File: src/hw/rtl/lru_pkg.sv
package lru_pkg;

  // fixed widths of the item fields and the capacity register
  localparam int PAGE_IN_W = 16;
  localparam int CAP_W     = 4;
  localparam int COUNT_W   = 32;

  localparam logic [CAP_W-1:0] CAP_RESET = 4'd8;

  // control passed from one cell to the next, most recent end first
  typedef struct packed {
    logic valid;     // the sending cell holds a page
    logic hit_seen;  // a hit was found in some cell before this one
    logic ev_valid;  // an earlier cell is trimmed this item
  } lru_fwd_t;

endpackage

File: src/hw/rtl/lru_cell.sv
module lru_cell #(
  parameter int IDX       = 0,
  parameter int PAGE_BITS = 16
) (
  input  logic                         clk,
  input  logic                         rst_n,
  input  logic                         en,
  input  logic [PAGE_BITS-1:0]         pg,
  input  logic [lru_pkg::CAP_W-1:0]    cap_eff,
  input  logic                         no_trim,
  input  lru_pkg::lru_fwd_t            fwd_in,
  input  logic [PAGE_BITS-1:0]         prev_page,
  input  logic [PAGE_BITS-1:0]         ev_page_in,
  input  logic                         nxt_v_in,
  output lru_pkg::lru_fwd_t            fwd_out,
  output logic [PAGE_BITS-1:0]         page_out,
  output logic [PAGE_BITS-1:0]         ev_page_out,
  output logic                         v_shift_out
);
  import lru_pkg::*;

  logic                 valid_r, valid_nxt;
  logic [PAGE_BITS-1:0] page_r, page_nxt;
  logic                 match, shift, v_shift, over_cap, trim;

  // compare against the referenced page
  assign match = valid_r && (page_r == pg);

  // cells up to and including the hit take their neighbour's entry
  assign shift    = !fwd_in.hit_seen;
  assign v_shift  = shift ? fwd_in.valid : valid_r;
  assign page_nxt = shift ? prev_page : page_r;

  // drop this entry if it is the last one and lies beyond the capacity
  assign over_cap  = IDX >= int'(cap_eff);
  assign trim      = v_shift && !nxt_v_in && over_cap && !no_trim;
  assign valid_nxt = v_shift && !trim;

  // hand-off to the next cell
  assign fwd_out.valid    = valid_r;
  assign fwd_out.hit_seen = fwd_in.hit_seen || match;
  assign fwd_out.ev_valid = fwd_in.ev_valid || trim;
  assign ev_page_out      = ev_page_in | (trim ? page_nxt : '0);
  assign page_out         = page_r;
  assign v_shift_out      = v_shift;

  // valid flag
  always_ff @(posedge clk) begin
    if (!rst_n) begin
      valid_r <= 1'b0;
    end else if (en) begin
      valid_r <= valid_nxt;
    end
  end

  // page held
  always_ff @(posedge clk) begin
    if (en) begin
      page_r <= page_nxt;
    end
  end

endmodule

File: src/hw/rtl/lru_page_replacement.sv
// LRU page replacement table, fully associative.
// Input channel: in_valid / in_stall with in_page, one page reference per item.
// Result channel: out_valid / out_stall with out_fault, out_evicted_valid,
// out_evicted_page and out_fault_count, exactly one result per input item.
// Configuration: cfg_we / cfg_data writes the capacity (0 acts as 1, values
// above MAX_ENTRIES act as MAX_ENTRIES); write it only while the block is idle.
// The table is a row of MAX_ENTRIES cells kept in recency order: the first
// cell holds the most recent page. A reference is compared in every cell at
// once and the cells up to the hit shift by one.
// The result is registered and shown the cycle after the item is accepted.
// Throughput: one item per cycle while out_stall is low.
// While the receiver stalls a waiting result, in_stall is raised and the
// table holds; the result stays on the ports unchanged until taken.
// Reset (rst_n low, synchronous) empties the table, clears the fault total
// and sets the capacity to 8. No clearing pass is needed.
module lru_page_replacement #(
  parameter int MAX_ENTRIES = 8,
  parameter int PAGE_BITS   = 16
) (
  input  logic                           clk,
  input  logic                           rst_n,
  input  logic                           in_valid,
  output logic                           in_stall,
  input  logic [lru_pkg::PAGE_IN_W-1:0]  in_page,
  output logic                           out_valid,
  input  logic                           out_stall,
  output logic                           out_fault,
  output logic                           out_evicted_valid,
  output logic [lru_pkg::PAGE_IN_W-1:0]  out_evicted_page,
  output logic [lru_pkg::COUNT_W-1:0]    out_fault_count,
  input  logic                           cfg_we,
  input  logic [lru_pkg::CAP_W-1:0]      cfg_data
);
  import lru_pkg::*;

  logic                   in_accept;
  logic [PAGE_BITS-1:0]   pg;
  logic [CAP_W-1:0]       capacity_r;
  logic [CAP_W-1:0]       cap_eff;
  logic                   miss, full_ev;
  logic                   ev_valid;
  logic [PAGE_BITS-1:0]   ev_page;
  logic [PAGE_IN_W-1:0]   ev_page_out;
  logic [COUNT_W-1:0]     total_r, total_nxt;
  logic                   out_valid_r, out_valid_nxt;
  logic                   fault_r, evv_r;
  logic [PAGE_IN_W-1:0]   evp_r;
  logic [MAX_ENTRIES-1:0] valid_vec;

  lru_fwd_t               fwd      [MAX_ENTRIES+1];
  logic [PAGE_BITS-1:0]   page_row [MAX_ENTRIES];
  logic [PAGE_BITS-1:0]   ev_chain [MAX_ENTRIES+1];
  logic                   v_shift  [MAX_ENTRIES+1];

  // handshake: the single result register parts the two sides
  assign in_stall  = out_valid_r && out_stall;
  assign in_accept = in_valid && !in_stall;

  // page number reduced to the table width, evicted page back to the port width
  generate
    if (PAGE_BITS >= PAGE_IN_W) begin : g_wide
      assign pg          = PAGE_BITS'(in_page);
      assign ev_page_out = ev_page[PAGE_IN_W-1:0];
    end else begin : g_narrow
      assign pg          = in_page[PAGE_BITS-1:0];
      assign ev_page_out = PAGE_IN_W'(ev_page);
    end
  endgenerate

  // capacity register
  always_ff @(posedge clk) begin
    if (!rst_n) begin
      capacity_r <= CAP_RESET;
    end else if (cfg_we) begin
      capacity_r <= cfg_data;
    end
  end

  // effective capacity, clamped to one .. MAX_ENTRIES
  always_comb begin
    if (capacity_r == '0) begin
      cap_eff = CAP_W'(1);
    end else if (int'(capacity_r) > MAX_ENTRIES) begin
      cap_eff = CAP_W'(MAX_ENTRIES);
    end else begin
      cap_eff = capacity_r;
    end
  end

  // head of the chain: the new page enters the first cell
  assign fwd[0].valid    = 1'b1;
  assign fwd[0].hit_seen = 1'b0;
  assign fwd[0].ev_valid = 1'b0;
  assign ev_chain[0]     = '0;
  assign v_shift[MAX_ENTRIES] = 1'b0;

  // row of cells
  generate
    for (genvar i = 0; i < MAX_ENTRIES; i++) begin : g_cell
      if (i == 0) begin : g_first
        lru_cell #(.IDX(i), .PAGE_BITS(PAGE_BITS)) u_cell (
          .clk        (clk),
          .rst_n      (rst_n),
          .en         (in_accept),
          .pg         (pg),
          .cap_eff    (cap_eff),
          .no_trim    (full_ev),
          .fwd_in     (fwd[i]),
          .prev_page  (pg),
          .ev_page_in (ev_chain[i]),
          .nxt_v_in   (v_shift[i+1]),
          .fwd_out    (fwd[i+1]),
          .page_out   (page_row[i]),
          .ev_page_out(ev_chain[i+1]),
          .v_shift_out(v_shift[i])
        );
      end else begin : g_rest
        lru_cell #(.IDX(i), .PAGE_BITS(PAGE_BITS)) u_cell (
          .clk        (clk),
          .rst_n      (rst_n),
          .en         (in_accept),
          .pg         (pg),
          .cap_eff    (cap_eff),
          .no_trim    (full_ev),
          .fwd_in     (fwd[i]),
          .prev_page  (page_row[i-1]),
          .ev_page_in (ev_chain[i]),
          .nxt_v_in   (v_shift[i+1]),
          .fwd_out    (fwd[i+1]),
          .page_out   (page_row[i]),
          .ev_page_out(ev_chain[i+1]),
          .v_shift_out(v_shift[i])
        );
      end
      assign valid_vec[i] = fwd[i+1].valid;
    end
  endgenerate

  // miss on a full table pushes the oldest page out of the last cell
  assign miss     = !fwd[MAX_ENTRIES].hit_seen;
  assign full_ev  = miss && valid_vec[MAX_ENTRIES-1];
  assign ev_valid = full_ev || fwd[MAX_ENTRIES].ev_valid;
  assign ev_page  = full_ev ? page_row[MAX_ENTRIES-1] : ev_chain[MAX_ENTRIES];

  // saturating fault total
  always_comb begin
    total_nxt = total_r;
    if (miss && (total_r != '1)) begin
      total_nxt = total_r + COUNT_W'(1);
    end
  end

  always_ff @(posedge clk) begin
    if (!rst_n) begin
      total_r <= '0;
    end else if (in_accept) begin
      total_r <= total_nxt;
    end
  end

  // result register
  assign out_valid_nxt = in_accept || (out_valid_r && out_stall);

  always_ff @(posedge clk) begin
    if (!rst_n) begin
      out_valid_r <= 1'b0;
    end else begin
      out_valid_r <= out_valid_nxt;
    end
  end

  always_ff @(posedge clk) begin
    if (in_accept) begin
      fault_r <= miss;
      evv_r   <= ev_valid;
      evp_r   <= ev_valid ? ev_page_out : '0;
    end
  end

  assign out_valid         = out_valid_r;
  assign out_fault         = fault_r;
  assign out_evicted_valid = evv_r;
  assign out_evicted_page  = evp_r;
  assign out_fault_count   = total_r;

`ifndef SYNTHESIS
  // occupied cells always form an unbroken run from the most recent end
  a_contiguous: assert property (@(posedge clk) disable iff (!rst_n)
    $onehot({1'b0, valid_vec} + (MAX_ENTRIES+1)'(1)))
    else $error("occupied cells not contiguous");

  // no evicted page shown without its flag
  a_ev_zero: assert property (@(posedge clk) disable iff (!rst_n)
    out_valid_r && !evv_r |-> evp_r == '0)
    else $error("evicted page set without eviction");

  // a fault result always carries a total that moved or is saturated
  a_fault_count: assert property (@(posedge clk) disable iff (!rst_n)
    in_accept && miss |=> (total_r == $past(total_r) + COUNT_W'(1)) || (total_r == '1))
    else $error("fault total not advanced on a miss");

  // a hit leaves the total alone
  a_hit_count: assert property (@(posedge clk) disable iff (!rst_n)
    in_accept && !miss |=> $stable(total_r))
    else $error("fault total changed on a hit");
`endif

endmodule
File: config.mk
export PLATFORM = sky130hd
export DESIGN_NAME = lru_page_replacement
export DESIGN_NICKNAME = d
export VERILOG_FILES = /design/src/hw/rtl/lru_pkg.sv /design/src/hw/rtl/lru_cell.sv /design/src/hw/rtl/lru_page_replacement.sv
export SDC_FILE = /design/constraint.sdc
export NUM_CORES = 1
export LEC_CHECK = 0
export ABC_AREA = 1
export BUFFER_PORTS_ARGS = -buffer_cell sky130_fd_sc_hd__buf_2
export CAP_MARGIN = 20
export CORE_AREA = 2 2 172 174
export CTS_BUF_LIST = sky130_fd_sc_hd__clkbuf_4 sky130_fd_sc_hd__clkbuf_8 sky130_fd_sc_hd__clkbuf_16
export CTS_CLUSTER_DIAMETER = 120
export CTS_CLUSTER_SIZE = 30
export DETAILED_ROUTE_END_ITERATION = 7
export DIE_AREA = 0 0 174 176
export GPL_ROUTABILITY_DRIVEN = 0
export PLACE_DENSITY = 0.67
export SLEW_MARGIN = 10
export SYNTH_ARGS = -nofsm -noshare
export SYNTH_HDL_FRONTEND = slang
export SYNTH_SLANG_ARGS = --single-unit
File: constraint.sdc
create_clock -name clk -period 11.75 [get_ports clk]
set_input_delay 0.5875 -clock clk [delete_from_list [all_inputs] [get_ports clk]]
set_output_delay 0.5875 -clock clk [all_outputs]
set_load 0.01 [all_outputs]
Word level (Yosys, flattened, before mapping)
Cells that the tools add are included.
{ "totals": {"ff_bits": 191} }
{ "op_classes": {"addsub": 1, "n_lt_le_gt_ge": 9, "n_eq_ne": 9, "n_mux": 25, "bitwise_logic": 7, "reduce_logical": 77} }
{ "op_table": {"columns": ["op", "count"], "rows": [
  ["$mux 16", 16],
  ["$eq 16x16->1", 8],
  ["$or 16x16->16", 7],
  ["$logic_and 1x1->1", 41],
  ["$add 32x1->32 const B", 1],
  ["$ne 32x32->1 const B", 1],
  ["$logic_not 1->1", 18],
  ["$ge 3x4->1 const A", 4],
  ["$logic_or 1x1->1", 16],
  ["$ge 1x4->1 const A", 2],
  ["$ge 2x4->1 const A", 2],
  ["$mux 4", 2],
  ["$mux 1", 7],
  ["$gt 4x4->1 const B", 1],
  ["$logic_not 4->1", 1],
  ["$reduce_and 2->1", 1]
]} }

Depth between registers and ports, before layout
Gate-level depths: netlist (run 1).
{ "logic_depth": {"word_depth": 22, "depth_mapped": 22, "mapped_depth_nobuf": 20} }

By module
Synthesis (run 1) repeated with hierarchy kept, for this count alone.
{ "hier_totals": {"cells_unflattened": 1811, "area_unflattened_um2": 13103.8} }
{ "modules_own_cells": {"columns": ["module", "n_inst", "cells_each", "area_per_inst_um2", "seq_area_each_um2"], "rows": [
  ["lru_page_replacement", 1, 430, 2884.0, 1281.2],
  ["lru_cell at g_cell[6].g_rest.u_cell", 1, 192, 1335.0, 500.5],
  ["lru_cell at g_cell[0].g_first.u_cell", 1, 189, 1316.3, 500.5],
  ["lru_cell at g_cell[1].g_rest.u_cell", 1, 187, 1295.0, 500.5],
  ["lru_cell at g_cell[4].g_rest.u_cell", 1, 172, 1288.7, 500.5],
  ["lru_cell at g_cell[5].g_rest.u_cell", 1, 164, 1262.5, 500.5],
  ["lru_cell at g_cell[2].g_rest.u_cell", 1, 158, 1253.7, 500.5],
  ["lru_cell at g_cell[7].g_rest.u_cell", 1, 159, 1236.2, 500.5],
  ["lru_cell at g_cell[3].g_rest.u_cell", 1, 160, 1232.4, 500.5]
]} }

Worst setup path after synthesis (run 1)
No wires, ideal clock.
{ "synth_timing": {"path_type": "input port to flip-flop", "startpoint": "input port out_stall", "endpoint": "register g_cell[7].g_rest.u_cell.valid_r", "setup_time_ns": 0.143, "t_arrival_ns": 9.454, "setup_slack_ns": 2.153, "path_stages": 6, "path_cell_list": "nand2_1 -> inv_1 -> nor2_1 -> clkinv_1 -> a21oi_1 -> a211oi_1"} }
{ "synth_between": {"elab_chain_cells": 3} }
{ "synth_lines": {"columns": ["element", "line_no", "source"], "rows": [
  ["from (decl)", "lru_page_replacement.sv:26", "input logic out_stall,"],
  ["$logic_and 1x1->1", "lru_page_replacement.sv:56", "assign in_stall = out_valid_r && out_stall;"],
  ["via in_stall", "lru_page_replacement.sv:23", "output logic in_stall,"],
  ["$logic_not 1->1", "lru_page_replacement.sv:57", "assign in_accept = in_valid && !in_stall;"],
  ["$logic_and 1x1->1", "lru_page_replacement.sv:57", null],
  ["via g_cell[0].g_first.u_cell.en", "lru_cell.sv:7", "input logic en,"],
  ["to (signal assigned)", "lru_cell.sv:52", "valid_r <= valid_nxt;"],
  ["to (decl)", "lru_cell.sv:22", "logic valid_r, valid_nxt;"]
]} }
The timed path passes the listed nets, and every way through them passes these cells.
A chain may end at the register's enable or synchronous reset.

Final worst setup path (run 1)
{ "layout_timing": {"startpoint": "register g_cell[0].g_first.u_cell.page_r[2]", "endpoint": "register evp_r[4], in the netlist out_evicted_page[4] (data pin)"} }
{ "layout_between": {"elab_chain_cells": 22, "elab_cells_between_ends": 79} }
{ "layout_lines": {"columns": ["element", "line_no", "source"], "rows": [
  ["from (decl)", "lru_cell.sv:23", "logic [PAGE_BITS-1:0] page_r, page_nxt;"],
  ["from (signal assigned)", "lru_cell.sv:59", "page_r <= page_nxt;"],
  ["$eq 16x16->1 *", "lru_cell.sv:27", "assign match = valid_r && (page_r == pg);"],
  ["$logic_and 1x1->1 *", "lru_cell.sv:27", null],
  ["$logic_or 1x1->1 (7 in series)", "lru_cell.sv:41", "assign fwd_out.hit_seen = fwd_in.hit_seen || match;"],
  ["$logic_not 1->1", "lru_page_replacement.sv:140", "assign miss = !fwd[MAX_ENTRIES].hit_seen;"],
  ["$logic_and 1x1->1", "lru_page_replacement.sv:141", "assign full_ev = miss && valid_vec[MAX_ENTRIES-1];"],
  ["$logic_not 1->1", "lru_cell.sv:36", "assign trim = v_shift && !nxt_v_in && over_cap && !no_trim;"],
  ["$logic_and 1x1->1", "lru_cell.sv:36", null],
  ["$mux 16", "lru_cell.sv:43", "assign ev_page_out = ev_page_in | (trim ? page_nxt : '0);"],
  ["$or 16x16->16 (7 in series)", "lru_cell.sv:43", null],
  ["$mux 16", "lru_page_replacement.sv:143", "assign ev_page = full_ev ? page_row[MAX_ENTRIES-1] : ev_chain[MAX_ENTRIES];"],
  ["to (signal assigned)", "lru_page_replacement.sv:176", "evp_r <= ev_valid ? ev_page_out : '0;"],
  ["to (decl)", "lru_page_replacement.sv:47", "logic [PAGE_IN_W-1:0] evp_r;"]
]} }
Every way passes the cells marked *; elsewhere a longest branch is shown, timed or not.

==> results of run 1 <==
[synth_stat cells, types with 2 or more instances]
cell / instances
nand3b_1: 4
edfxtp_1: 146
nand4_1: 59
xor2_1: 22
nor3_1: 23
nor2_1: 211
buf_4: 13
inv_4: 2
nand2_4: 2
o211ai_1: 2
clkinv_1: 2
nor3b_1: 3
a211oi_1: 2
nor3b_2: 2
nand3_4: 3
nor2_2: 4
nand2_2: 4
nor3_2: 4
buf_1: 4
nor2_8: 2
clkbuf_1: 17
o21ai_1: 10
a21oi_1: 54
buf_2: 17
inv_2: 15
nand3_1: 72
nand3_2: 7
dfxtp_1: 45
o21a_1: 15
o21ai_0: 106
nor4_1: 10
buf_6: 5
inv_1: 204
o22ai_1: 5
xnor2_1: 19
or2_2: 3
and3_1: 4
nand2_1: 572
[state kept, by name, summed over array words and instances, names as in the netlist]
| name | cells |
|---|---|
| out_evicted_page | 16 |
| out_fault_count | 32 |
| out_fault | 1 |
| g_cell.g_rest.u_cell.page_out | 112 |
| g_cell.g_rest.u_cell.valid_r | 7 |
| g_cell.g_first.u_cell.valid_r | 1 |
| capacity_r | 4 |
| out_evicted_valid | 1 |
| g_cell.g_first.u_cell.page_out | 16 |
| out_valid | 1 |
[logic make-up (layout without fill, tap and decap cells)]
logic type / count (synthesis) / in the layout / synth area share
compound gates: 198 / 198 / 0.0870
xor+xnor: 41 / 41 / 0.0295
fa+ha+maj: 1 / 1 / 0.00103
buf+inv: 280 / 337 / 0.0956
flops: 191 / 191 / 0.434
simple gates: 993 / 993 / 0.353
[layer usage]
layer  up-vias  wire length (um)  part of all wire  global-route usage
li1       5610                 -                 -                   -
met1      5447             15200              0.37               0.318
met2       775             19500              0.47               0.462
met3       178              4170              0.10              0.0549
met4         0              2690             0.065               0.164
met5         -                 0                 0                   0
[power by group through the flow]
stage          clock network [mW]  registers [mW]  logic (mW)
2_1_floorplan                   0           0.811       0.132
3_3_place_gp                    0           0.821       0.190
3_5_place_dp                    0           0.820       0.192
4_1_cts                     0.599           0.806       0.192
5_1_grt                     0.624           0.809       0.216
6_report                    0.591           0.807       0.198
[final timing paths]
| path | startpoint | end | slack, ns |
|---|---|---|---|
| max | g_cell[0].g_first.u_cell.page_out[2]$_DFFE_PP_ | out_evicted_page[4]$_SDFFCE_PN0P_ | 6.67 |
| min | cfg_data[2] | capacity_r[2]$_SDFFE_PN0P_ | 0.35 |
| max reg2reg | g_cell[0].g_first.u_cell.page_out[2]$_DFFE_PP_ | out_evicted_page[4]$_SDFFCE_PN0P_ | 6.67 |
| min reg2reg | out_fault_count[16]$_SDFFE_PN0P_ | out_fault_count[16]$_SDFFE_PN0P_ | 0.48 |
[critical path, stage by stage, from the launching register on]
cell      delay [ns]
edfxtp_1        0.45
inv_1           0.09
nand2_1         0.05
nand2_1         0.08
nor2_1          0.04
nand2_1         0.06
nor2_1          0.05
nand3_2         0.52
nand3_4         0.50
nor2_8          0.59
nand3_4         0.50
nor2_8          0.31
nand3_4         0.39
nand2_1         0.67
nor2_1          0.08
nor2_1          0.25
nand4_1         0.13
[through the flow]
stage	cells	hold WS [ns]	util	power [mW]
floorplan	1704	0.449	-	0.943
global placement	2112	0.458	0.447	1.01
detailed placement	2112	0.468	0.447	1.01
CTS	2144	0.345	0.467	1.60
global route	2145	0.362	0.467	1.65
finish	2145	0.352	0.467	1.60
[area by class of cell]
type | instances | area share
flip-flops and latches | 191 | 0.396
inverters | 224 | 0.0635
multi-input cells | 1233 | 0.430
clock inverters | 15 | 0.0113
clock buffers | 17 | 0.0319
repair buffers | 81 | 0.0313
well taps | 384 | 0.0360
==> metrics.md, run 1 <==
| Metric | Value |
|---|---|
| Final-report max-slew violation count | 0 |
| Sw frac | 0.295 |
| Internal power | between 1 and 1.5 mW |
| Ant. Diodes | 0 |
| Clk pin slew, worst setup/hold paths | 0.09 ns |
| IO Pins | 77 |
| Synth top area share | 0.360 |
| CTS Buffer Depth | 2 |
| Worst Max-Slew Pin Slew | between 1 and 1.5 ns |
| Vias in the first global route | roughly 11000 |
| Most frequent cells in the layout | nand2_1, nor2_1, inv_1 |
| Async S/R FF share, synth | 0 |
| Clock latency on the worst-skew pair | between 0.4 and 0.5 ns |
| Full die area | approximately 31000 sq um |
| Synth warn | 0 |
| Worst rel slew slack | 0.320 |
| Cell area after layout | between 10000 and 15000 sq um |
| Initial Utilization | 0.427 |
| Final setup vio count | 0 |
| PnR worst setup slack | between 6 and 7 ns |
| Mapped Avg Cell Area | about 7.1 sq um |
| CTS Buf Count | 17 |
| CTS root buf | clkbuf_16 |
| Port-buffer cells | 76 |
| Rows | 62 |
| Top_reg_cell synth | edfxtp_1 |
| Area Growth Syn to Fin | 9.55% |
| Peak Freq | about 0.20 GHz |
| Unrepaired setup endpoints after global routing | false |
| Detail Route Antenna Nets | 0 |
| Post-DR wirelength/cell | around 19 um |
| Reg2Reg Depth | 16 |
| DRC viols | 0 |
| Yosys reg bits | 191 |
| Syn Inst Count | 1704 |
| Hold Path Depth | 3 |
| Total Wirelength | between 40000 and 50000 um |
| Critical path peak fanout | 40 |
| Critical Path RT | approximately 12 ns |
| Comb pwr share | 0.124 |
| Syn Nets | between 1500 and 2000 |
| DR vias/cell | 5.60 |
| Critical Path Start Type | flip-flop |
| First-pass GRT wire length | about 63000 um |
| Critical Path End Type | flip-flop |
| Drt first pass iters | 7 |
| Grt ovf | 0 |
| Crit Path Category | reg2reg |
| # fillers | around 2900 |
| Vias | between 10000 and 15000 |
| P_leak | 5.97 nW |
| Vert. Die Dim | 176 um |
| Crit path DAT | 5.28 ns |
| Status | completed |
| Tcrit/Tclk final | 0.432 |
| Final net count | ~1800 |
| Initial antenna violation count | 1 |
| Power density cells | 120 nW/um^2 |
| Final min period | 5.08 ns |
| TritonCTS clock tree | yes |
| Synthesized area | 12200 sq um |
| Final hold violations | 0 |
| Hold WC Path Type | in2reg |
| Hold buffers post-CTS | 0 |
| P_sw | roughly 470 uW |
| Max-cap violations | 0 |
| Post-synth EDFFs | 146 |
| Die W | 174 um |
| Cell Area, Placed | 12800 sq um |
| Layout cells sized above 1 | 0.0937 |
| Pin count of the biggest net entering global routing | about 70 |
| Synth unique cells | between 40 and 50 |
| DP HPWL | 31900 um |
| Part of the Yosys area used for sequential elements | 0.434 |
| Drt initial violations | 1639 |
| Synth area leader | edfxtp_1 |
| Setup TNS | 0 ns |
| Clock power share | 0.370 |
| Largest cells by area after synthesis | edfxtp_1, nand2_1, dfxtp_1, nor2_1, inv_1 |
| Pre-CTS setup slack | ~6.3 ns |
| Commonest non-fill, non-tap cell in the layout | nand2_1 |
| Clk_skew | ~0.022 ns |
| Area of the multi-input gates | roughly 5700 sq um |
| H-tree levels | 4 |
| Maximum vdd drop | approximately 0.0001 V |
| GR Util All Layers | 0.272 |
| Core area | approximately 29000 sq um |
| Clock sink total | between 150 and 200 |
| Cells resized by post-CTS repair | 0 |
| Part of the power in registers | 0.506 |
| Register Area | approximately 5300 sq um |
| Setup bufs post-CTS | 0 |
Note: power is estimated with default switching activity, not from simulation.
==> run 2: changes to the inputs <==
- ABC_AREA: 1 -> 0
- CORE_AREA: 2 2 172 174 -> 2 2 162 164
- DIE_AREA: 0 0 174 176 -> 0 0 164 166
- PLACE_DENSITY: 0.67 -> 0.68
- clock period: 11.75 -> 5 ns (I/O delays scaled with it)
==> run 2 against run 1 <==
  * Non-clock buffer count is 16 higher
  * Critical endpoint is now out_evicted_page[8]$_SDFFCE_PN0P_
  * Highest routed layer unchanged
  * Register-to-register slack worse by 6.0 ns
  * Sequential cell count stayed put
==> metrics.md, run 2 <==
| Metric | Value |
|---|---|
| Main combinational cell family by area after synthesis | XOR/XNOR gates |
| Die W | 164 um (-5.7%) |
| Status | completed |
| Full die area | 27200 sq um (-11%) |
| Finished Layout Cells | 1312 (-39%) |
| Syn Nets | 927 (-46%) |
| Rows | 59 (-4.8%) |
| Critical Path Start Type | flip-flop |
| IO Pins | 77 (unchanged) |
| P_leak | 4.13 nW (-31%) |
| CTS Buffer Depth | 2 (unchanged) |
| Synth unique cells | 66 (+38%) |
| Max reg flops | 112 (unchanged) |
| Drt initial violations | 877 (-46%) |
| Syn Inst Count | 901 (-47%) |
| Maximum vdd drop | 0.000189 V (+90%) |
| Crit Path Category | reg2reg |
| Critical Path Stages | 10 (-6) |
| Synth top area share | 0.406 (+0.0458) |
| Clk_skew | 0.0180 ns (-0.00358 ns) |
| Clock latency on the worst-skew pair | 0.44 ns (-0.03 ns) |
| Most frequent cells in the layout | edfxtp_1, xnor2_1, mux2_2 |
| Area of the multi-input gates | 5070 sq um (-12%) |
| Async S/R FF share, synth | 0 (unchanged) |
| Hold Path Depth | 2 (-1) |
| CTS Buf Count | 17 (unchanged) |
| Layout cells sized above 1 | 0.263 (+0.169) |
| Commonest non-fill, non-tap cell in the layout | edfxtp_1 |
| TritonCTS clock tree | yes |
| Compound-Gate Fraction of Synth Area | 0.102 (+0.0145) |
| Vias | 7874 (-34%) |
| CTS root buf | clkbuf_16 |
| Vias in the first global route | 7485 (-34%) |
| Most frequent cells after synthesis | edfxtp_1, xnor2_1, mux2_2 |
| Kind of cell adding the most delay to the critical path | simple AND/OR/NAND/NOR gates |
| Final net count | 990 (-44%) |
| Detail Route Antenna Nets | 0 (unchanged) |
| DR vias/cell | 6.00 (+7.2%) |
| Power density cells | 303 nW/um^2 (+150%) |
| Setup TNS | 0 ns (unchanged) |
| Vert. Die Dim | 166 um (-5.7%) |
| Worst rel slew slack | 0.270 (-0.0501) |
| Final setup vio count | 0 (unchanged) |
| Core area | 25600 sq um (-10%) |
| Area Growth Syn to Fin | 11.5% |
| # fillers | 2325 (-20%) |
| Unrepaired setup endpoints after global routing | false |
| Slowest CP cell | nor4_4 |
| Critical Path End Type | flip-flop |
| First-pass GRT wire length | 46200 um (-27%) |
| Top_reg_cell synth | edfxtp_1 |
| Register Area | 5290 sq um (unchanged) |
| GR Util All Layers | 0.227 (-0.0443) |
| Largest cells by area after synthesis | edfxtp_1, mux2_2, xnor2_1, dfxtp_1, xor2_1 |
| Yosys reg bits | 191 (unchanged) |
| Adder-Cell Fraction of Synth Area | 0.00116 (+0.000131) |
| Post-DR wirelength/cell | 23.5 um (+21%) |
| Total Wirelength | 30800 um (-26%) |
| CP cell instances | xor2_1 > nor4_1 > nand4_1 > o22ai_2 > or4_4 > mux2_1 > o2bb2ai_1 > nor4_4 > buf_4 > a211oi_2 |
| Clock sink total | 191 (unchanged) |
| Synthesized area | 10800 sq um (-11%) |
| Peak Freq | 0.232 GHz (+18%) |
| Drt first pass iters | 6 (-1) |
| Post-synth EDFFs | 146 (unchanged) |
| Post-Synth XOR/XNOR Area | 0.126 (+0.0970) |
| # placed instances | 1280 (-39%) |
| Part of the Yosys area used for sequential elements | 0.489 (+0.0552) |
| Critical Path RT | 5.17 ns (-6.78 ns) |
| Grt ovf | 0 (unchanged) |
| Most common cell in the netlist | edfxtp_1 |
| Reg2Reg Depth | 10 (-6) |
| Critical path peak fanout | 28 (-30%) |
| Final min period | 4.30 ns (-0.776 ns) |
| Synth area leader | edfxtp_1 |
| Buf/Inv on CP | 1 (unchanged) |
| Clk pin slew, worst setup/hold paths | 0.08 ns (about the same) |
| Port-buffer cells | 76 (unchanged) |
| H-tree levels | 4 (unchanged) |
| Initial antenna violation count | 0 (-1) |
| Hold buffers post-CTS | 0 (unchanged) |
| Mapped Avg Cell Area | 12.0 sq um (+68%) |
| Cells resized by post-CTS repair | 0 (unchanged) |
| Final hold violations | 0 (unchanged) |
| DRC viols | 0 (unchanged) |
| Synth warn | 0 (unchanged) |
| Worst path max stage delay | 0.85 ns (+0.18 ns) |
| Crit path DAT | 4.47 ns (-0.81 ns) |
| Hold WC Path Type | in2reg |
| Initial Utilization | 0.422 (-0.00481) |
| Max-cap violations | 0 (unchanged) |
| Synth Area in Simple Gates | 0.116 (-0.237) |
| Tcrit/Tclk final | 0.861 (+0.428) |
| DP HPWL | 21500 um (-33%) |
| Setup bufs post-CTS | 0 (unchanged) |
| Post-synthesis mux area share | 0.121 (+0.121) |
| Ant. Diodes | 0 (unchanged) |
| Final-report max-slew violation count | 0 (unchanged) |
| Worst Max-Slew Pin Slew | 1.09 ns (+0.0750 ns) |
| Pin count of the biggest net entering global routing | 82 (+19%) |
-- run 2: power by group --
| part | switching, mW | internal, mW |
|---|---|---|
| sequential | 0.0764 | 1.80 |
| clock | 0.685 | 0.723 |
| combinational | 0.220 | 0.137 |
-- run 2: kinds of logic after synthesis --
group | count (synthesis)
simple gates | 215
mux | 119
compound gates | 135
flops | 191
buf+inv | 84
xor+xnor | 156
fa+ha+maj | 1
-- run 2: area by class of cell --
cell class	instances	area share
tap	335	0.0348
inverter	31	0.0101
multi-input combinational	626	0.421
clock buffer	18	0.0359
clock inverter	14	0.0142
sequential	191	0.439
timing repair buffer	97	0.0447
-- run 2: path summary, 6_finish.rpt --
kind                                                   startpoint                           endpoint  slack [ns]
setup / recovery  g_cell[0].g_first.u_cell.page_out[10]$_DFFE_PP_  out_evicted_page[8]$_SDFFCE_PN0P_        0.70
hold reg to reg                  out_fault_count[20]$_SDFFE_PN0P_   out_fault_count[20]$_SDFFE_PN0P_        0.52
setup reg to reg  g_cell[0].g_first.u_cell.page_out[10]$_DFFE_PP_  out_evicted_page[8]$_SDFFCE_PN0P_        0.70
hold / removal                                           in_valid               out_valid$_SDFF_PN0_        0.03
-- run 2: layer usage --
layer / global-route usage / part of all wire / up-vias
met5: 0 / 0 / -
met4: 0.0820 / 0.028 / 0
met3: 0.0514 / 0.092 / 51
met2: 0.348 / 0.45 / 408
met1: 0.316 / 0.43 / 3896
li1: - / - / 3519
-- run 2: worst reg2reg max path, cell delays in order (launching register included) --
cell       delay (ns)
edfxtp_1         0.43
xor2_1           0.20
nor4_1           0.46
nand4_1          0.34
o22ai_2          0.46
or4_4            0.53
mux2_1           0.25
o2bb2ai_1        0.10
nor4_4           0.85
buf_4            0.35
a211oi_2         0.06
-- run 2: per-stage QoR --
| step | power (mW) | utilization | hold slack (ns) | area, sq um | worst slack [ns] |
|---|---|---|---|---|---|
| floorplan | 2.13 | - | 0.349 | 10800 | 1.44 |
| global placement | 2.25 | 0.447 | 0.470 | 11400 | 0.897 |
| detailed placement | 2.26 | 0.447 | 0.475 | 11400 | 0.735 |
| CTS | 3.65 | 0.470 | 0.0208 | 12000 | 0.772 |
| global route | 3.75 | 0.470 | 0.0295 | 12000 | 0.567 |
| finish | 3.64 | 0.470 | 0.0321 | 12000 | 0.697 |
==> run 3: changes to the inputs <==
- CTS_BUF_LIST: sky130_fd_sc_hd__clkbuf_4 sky130_fd_sc_hd__clkbuf_8 sky130_fd_sc_hd__clkbuf_16 -> sky130_fd_sc_hd__clkbuf_8
==> run 3 against run 2 <==
  * First-iteration DRC count shrank 3.9%
  * Maximum frequency rose by 0.82%
  * Global-route usage decreased by 0.065 points
  * Die area stayed put
  * Via count down 0.15%
  * Clock-buffer cell count decreased by 1
  * Sequential cell count is the same
  * Sequential power hardly changed
  * Largest power group unchanged
==> metrics.md, run 3 (synthesized netlist as in run 2, its figures left out) <==
| Metric | Value |
|---|---|
| Status | completed |
| Buf/Inv on CP | 1 (unchanged) |
| Worst Max-Slew Pin Slew | 1.09 ns (-0.00386 ns) |
| Vias in the first global route | 7501 (+0.21%) |
| Tcrit/Tclk final | 0.854 (-0.00701) |
| Initial antenna violation count | 0 (unchanged) |
| Full die area | 27200 sq um (unchanged) |
| Initial Utilization | 0.422 (unchanged) |
| GR Util All Layers | 0.227 (-0.000648) |
| DP HPWL | 21500 um (unchanged) |
| Drt first pass iters | 7 (+1) |
| Max-cap violations | 0 (unchanged) |
| Post-DR wirelength/cell | 23.4 um (-0.40%) |
| Critical Path Start Type | flip-flop |
| First-pass GRT wire length | 46100 um (-0.25%) |
| Area Growth Syn to Fin | 9.83% |
| Pin count of the biggest net entering global routing | 82 (unchanged) |
| Commonest non-fill, non-tap cell in the layout | edfxtp_1 |
| Worst rel slew slack | 0.273 (+0.00258) |
| Kind of cell adding the most delay to the critical path | simple AND/OR/NAND/NOR gates |
| Grt ovf | 0 (unchanged) |
| Total Wirelength | 30700 um (-0.24%) |
| Port-buffer cells | 76 (unchanged) |
| Final hold violations | 0 (unchanged) |
| Detail Route Antenna Nets | 0 (unchanged) |
| Unrepaired setup endpoints after global routing | false |
| Layout cells sized above 1 | 0.261 (-0.00156) |
| Critical Path RT | 5.21 ns (+0.04 ns) |
| Final setup vio count | 0 (unchanged) |
| Worst path max stage delay | 0.82 ns (-0.03 ns) |
| P_leak | 4.05 nW (-1.9%) |
| Power density cells | 278 nW/um^2 (-8.0%) |
| Core area | 25600 sq um (unchanged) |
| Cell area after layout | 11900 sq um (-1.5%) |
| Clk_skew | 0.0270 ns (+0.00907 ns) |
| Critical Path End Type | flip-flop |
| Vert. Die Dim | 166 um (unchanged) |
| DR vias/cell | 5.98 (-0.30%) |
| Crit path DAT | 4.48 ns (about the same) |
| Slowest CP cell | nor4_4 |
| Ant. Diodes | 0 (unchanged) |
| Final net count | 992 (+0.20%) |
| Clock latency on the worst-skew pair | 0.50 ns (+0.06 ns) |
| Setup TNS | 0 ns (unchanged) |
| CTS Buffer Depth | 2 (unchanged) |
| IO Pins | 77 (unchanged) |
| DRC viols | 0 (unchanged) |
| Most frequent cells in the layout | edfxtp_1, xnor2_1, mux2_2 |
| Max reg flops | 112 (unchanged) |
| Hold WC Path Type | in2reg |
| Peak Freq | 0.234 GHz (+0.82%) |
| Setup bufs post-CTS | 0 (unchanged) |
| Cells resized by post-CTS repair | 0 (unchanged) |
| CTS Buf Count | 17 (unchanged) |
| Die W | 164 um (unchanged) |
| Post-layout util | 0.463 (-0.00684) |
| Crit Path Category | reg2reg |
| Cell Area, Placed | 11400 sq um (unchanged) |
| Clk pin slew, worst setup/hold paths | 0.10 ns (+0.02 ns) |
| Critical path peak fanout | 28 (unchanged) |
| Hold Worst Slack | 0.0272 ns (-0.00489 ns) |
| Clock sink total | 191 (unchanged) |
| Vias | 7862 (-0.15%) |
| Hold buffers post-CTS | 2 (+2) |
| Final-report max-slew violation count | 0 (unchanged) |
| Rows | 59 (unchanged) |
| Final Power | 3.30 mW (-9.3%) |
| Drt initial violations | 843 (-3.9%) |
| Maximum vdd drop | 0.000142 V (-25%) |
| TritonCTS clock tree | yes |
| Final min period | 4.27 ns (-0.0351 ns) |
| # fillers | 2351 (+1.1%) |
| CTS root buf | clkbuf_8 |
| CP cell instances | xor2_1 > nor4_1 > nand4_1 > o22ai_2 > or4_4 > mux2_1 > o2bb2ai_1 > nor4_4 > buf_4 > a211oi_2 |
| H-tree levels | 4 (unchanged) |
run 3: path summary, 6_finish.rpt:
check	cells past startpoint	start	end	slack, ns
max reg2reg	10	g_cell[0].g_first.u_cell.page_out[0]$_DFFE_PP_	out_evicted_page[8]$_SDFFCE_PN0P_	0.73
min	3	cfg_data[2]	capacity_r[2]$_SDFFE_PN0P_	0.03
min reg2reg	2	g_cell[0].g_first.u_cell.valid_r$_SDFFE_PN0P_	g_cell[1].g_rest.u_cell.valid_r$_SDFFE_PN0P_	0.52
max	10	g_cell[0].g_first.u_cell.page_out[0]$_DFFE_PP_	out_evicted_page[8]$_SDFFCE_PN0P_	0.73
run 3: cell type report:
type / instances / area (sq um) / area share
clock buffer: 17 / 234 / 0.0197
clock inverter: 15 / 175 / 0.0148
inverter: 31 / 121 / 0.0102
multi-input combinational: 626 / 5070 / 0.428
sequential: 191 / 5290 / 0.445
tap: 335 / 419 / 0.0353
timing repair buffer: 99 / 558 / 0.0470
run 3: routing by layer:
metal,vias to the layer above,GRT usage,wire (um)
met5,-,0,0
met4,0,0.0736,899
met3,66,0.0497,2720
met2,374,0.347,14000
met1,3890,0.320,13100
li1,3532,-,-
run 3: stage by stage:
stage | setup WS [ns] | cells
2_1_floorplan | 1.44 | 901
3_3_place_gp | 0.897 | 1280
3_5_place_dp | 0.735 | 1280
4_1_cts | 0.750 | 1314
5_1_grt | 0.566 | 1314
6_report | 0.732 | 1314
run 3: worst reg2reg max path, cell delays in order, from the launching register on:
cell	delay, ns
edfxtp_1	0.41
xor2_1	0.20
nor4_1	0.50
nand4_1	0.33
o22ai_2	0.45
or4_4	0.53
mux2_1	0.26
o2bb2ai_1	0.10
nor4_4	0.82
buf_4	0.34
a211oi_2	0.06
run 3: power breakdown:
group / internal [mW] / switching, mW / total, mW
clock: 0.421 / 0.648 / 1.07
combinational: 0.138 / 0.219 / 0.356
sequential: 1.80 / 0.0764 / 1.88
total: 2.36 / 0.943 / 3.30
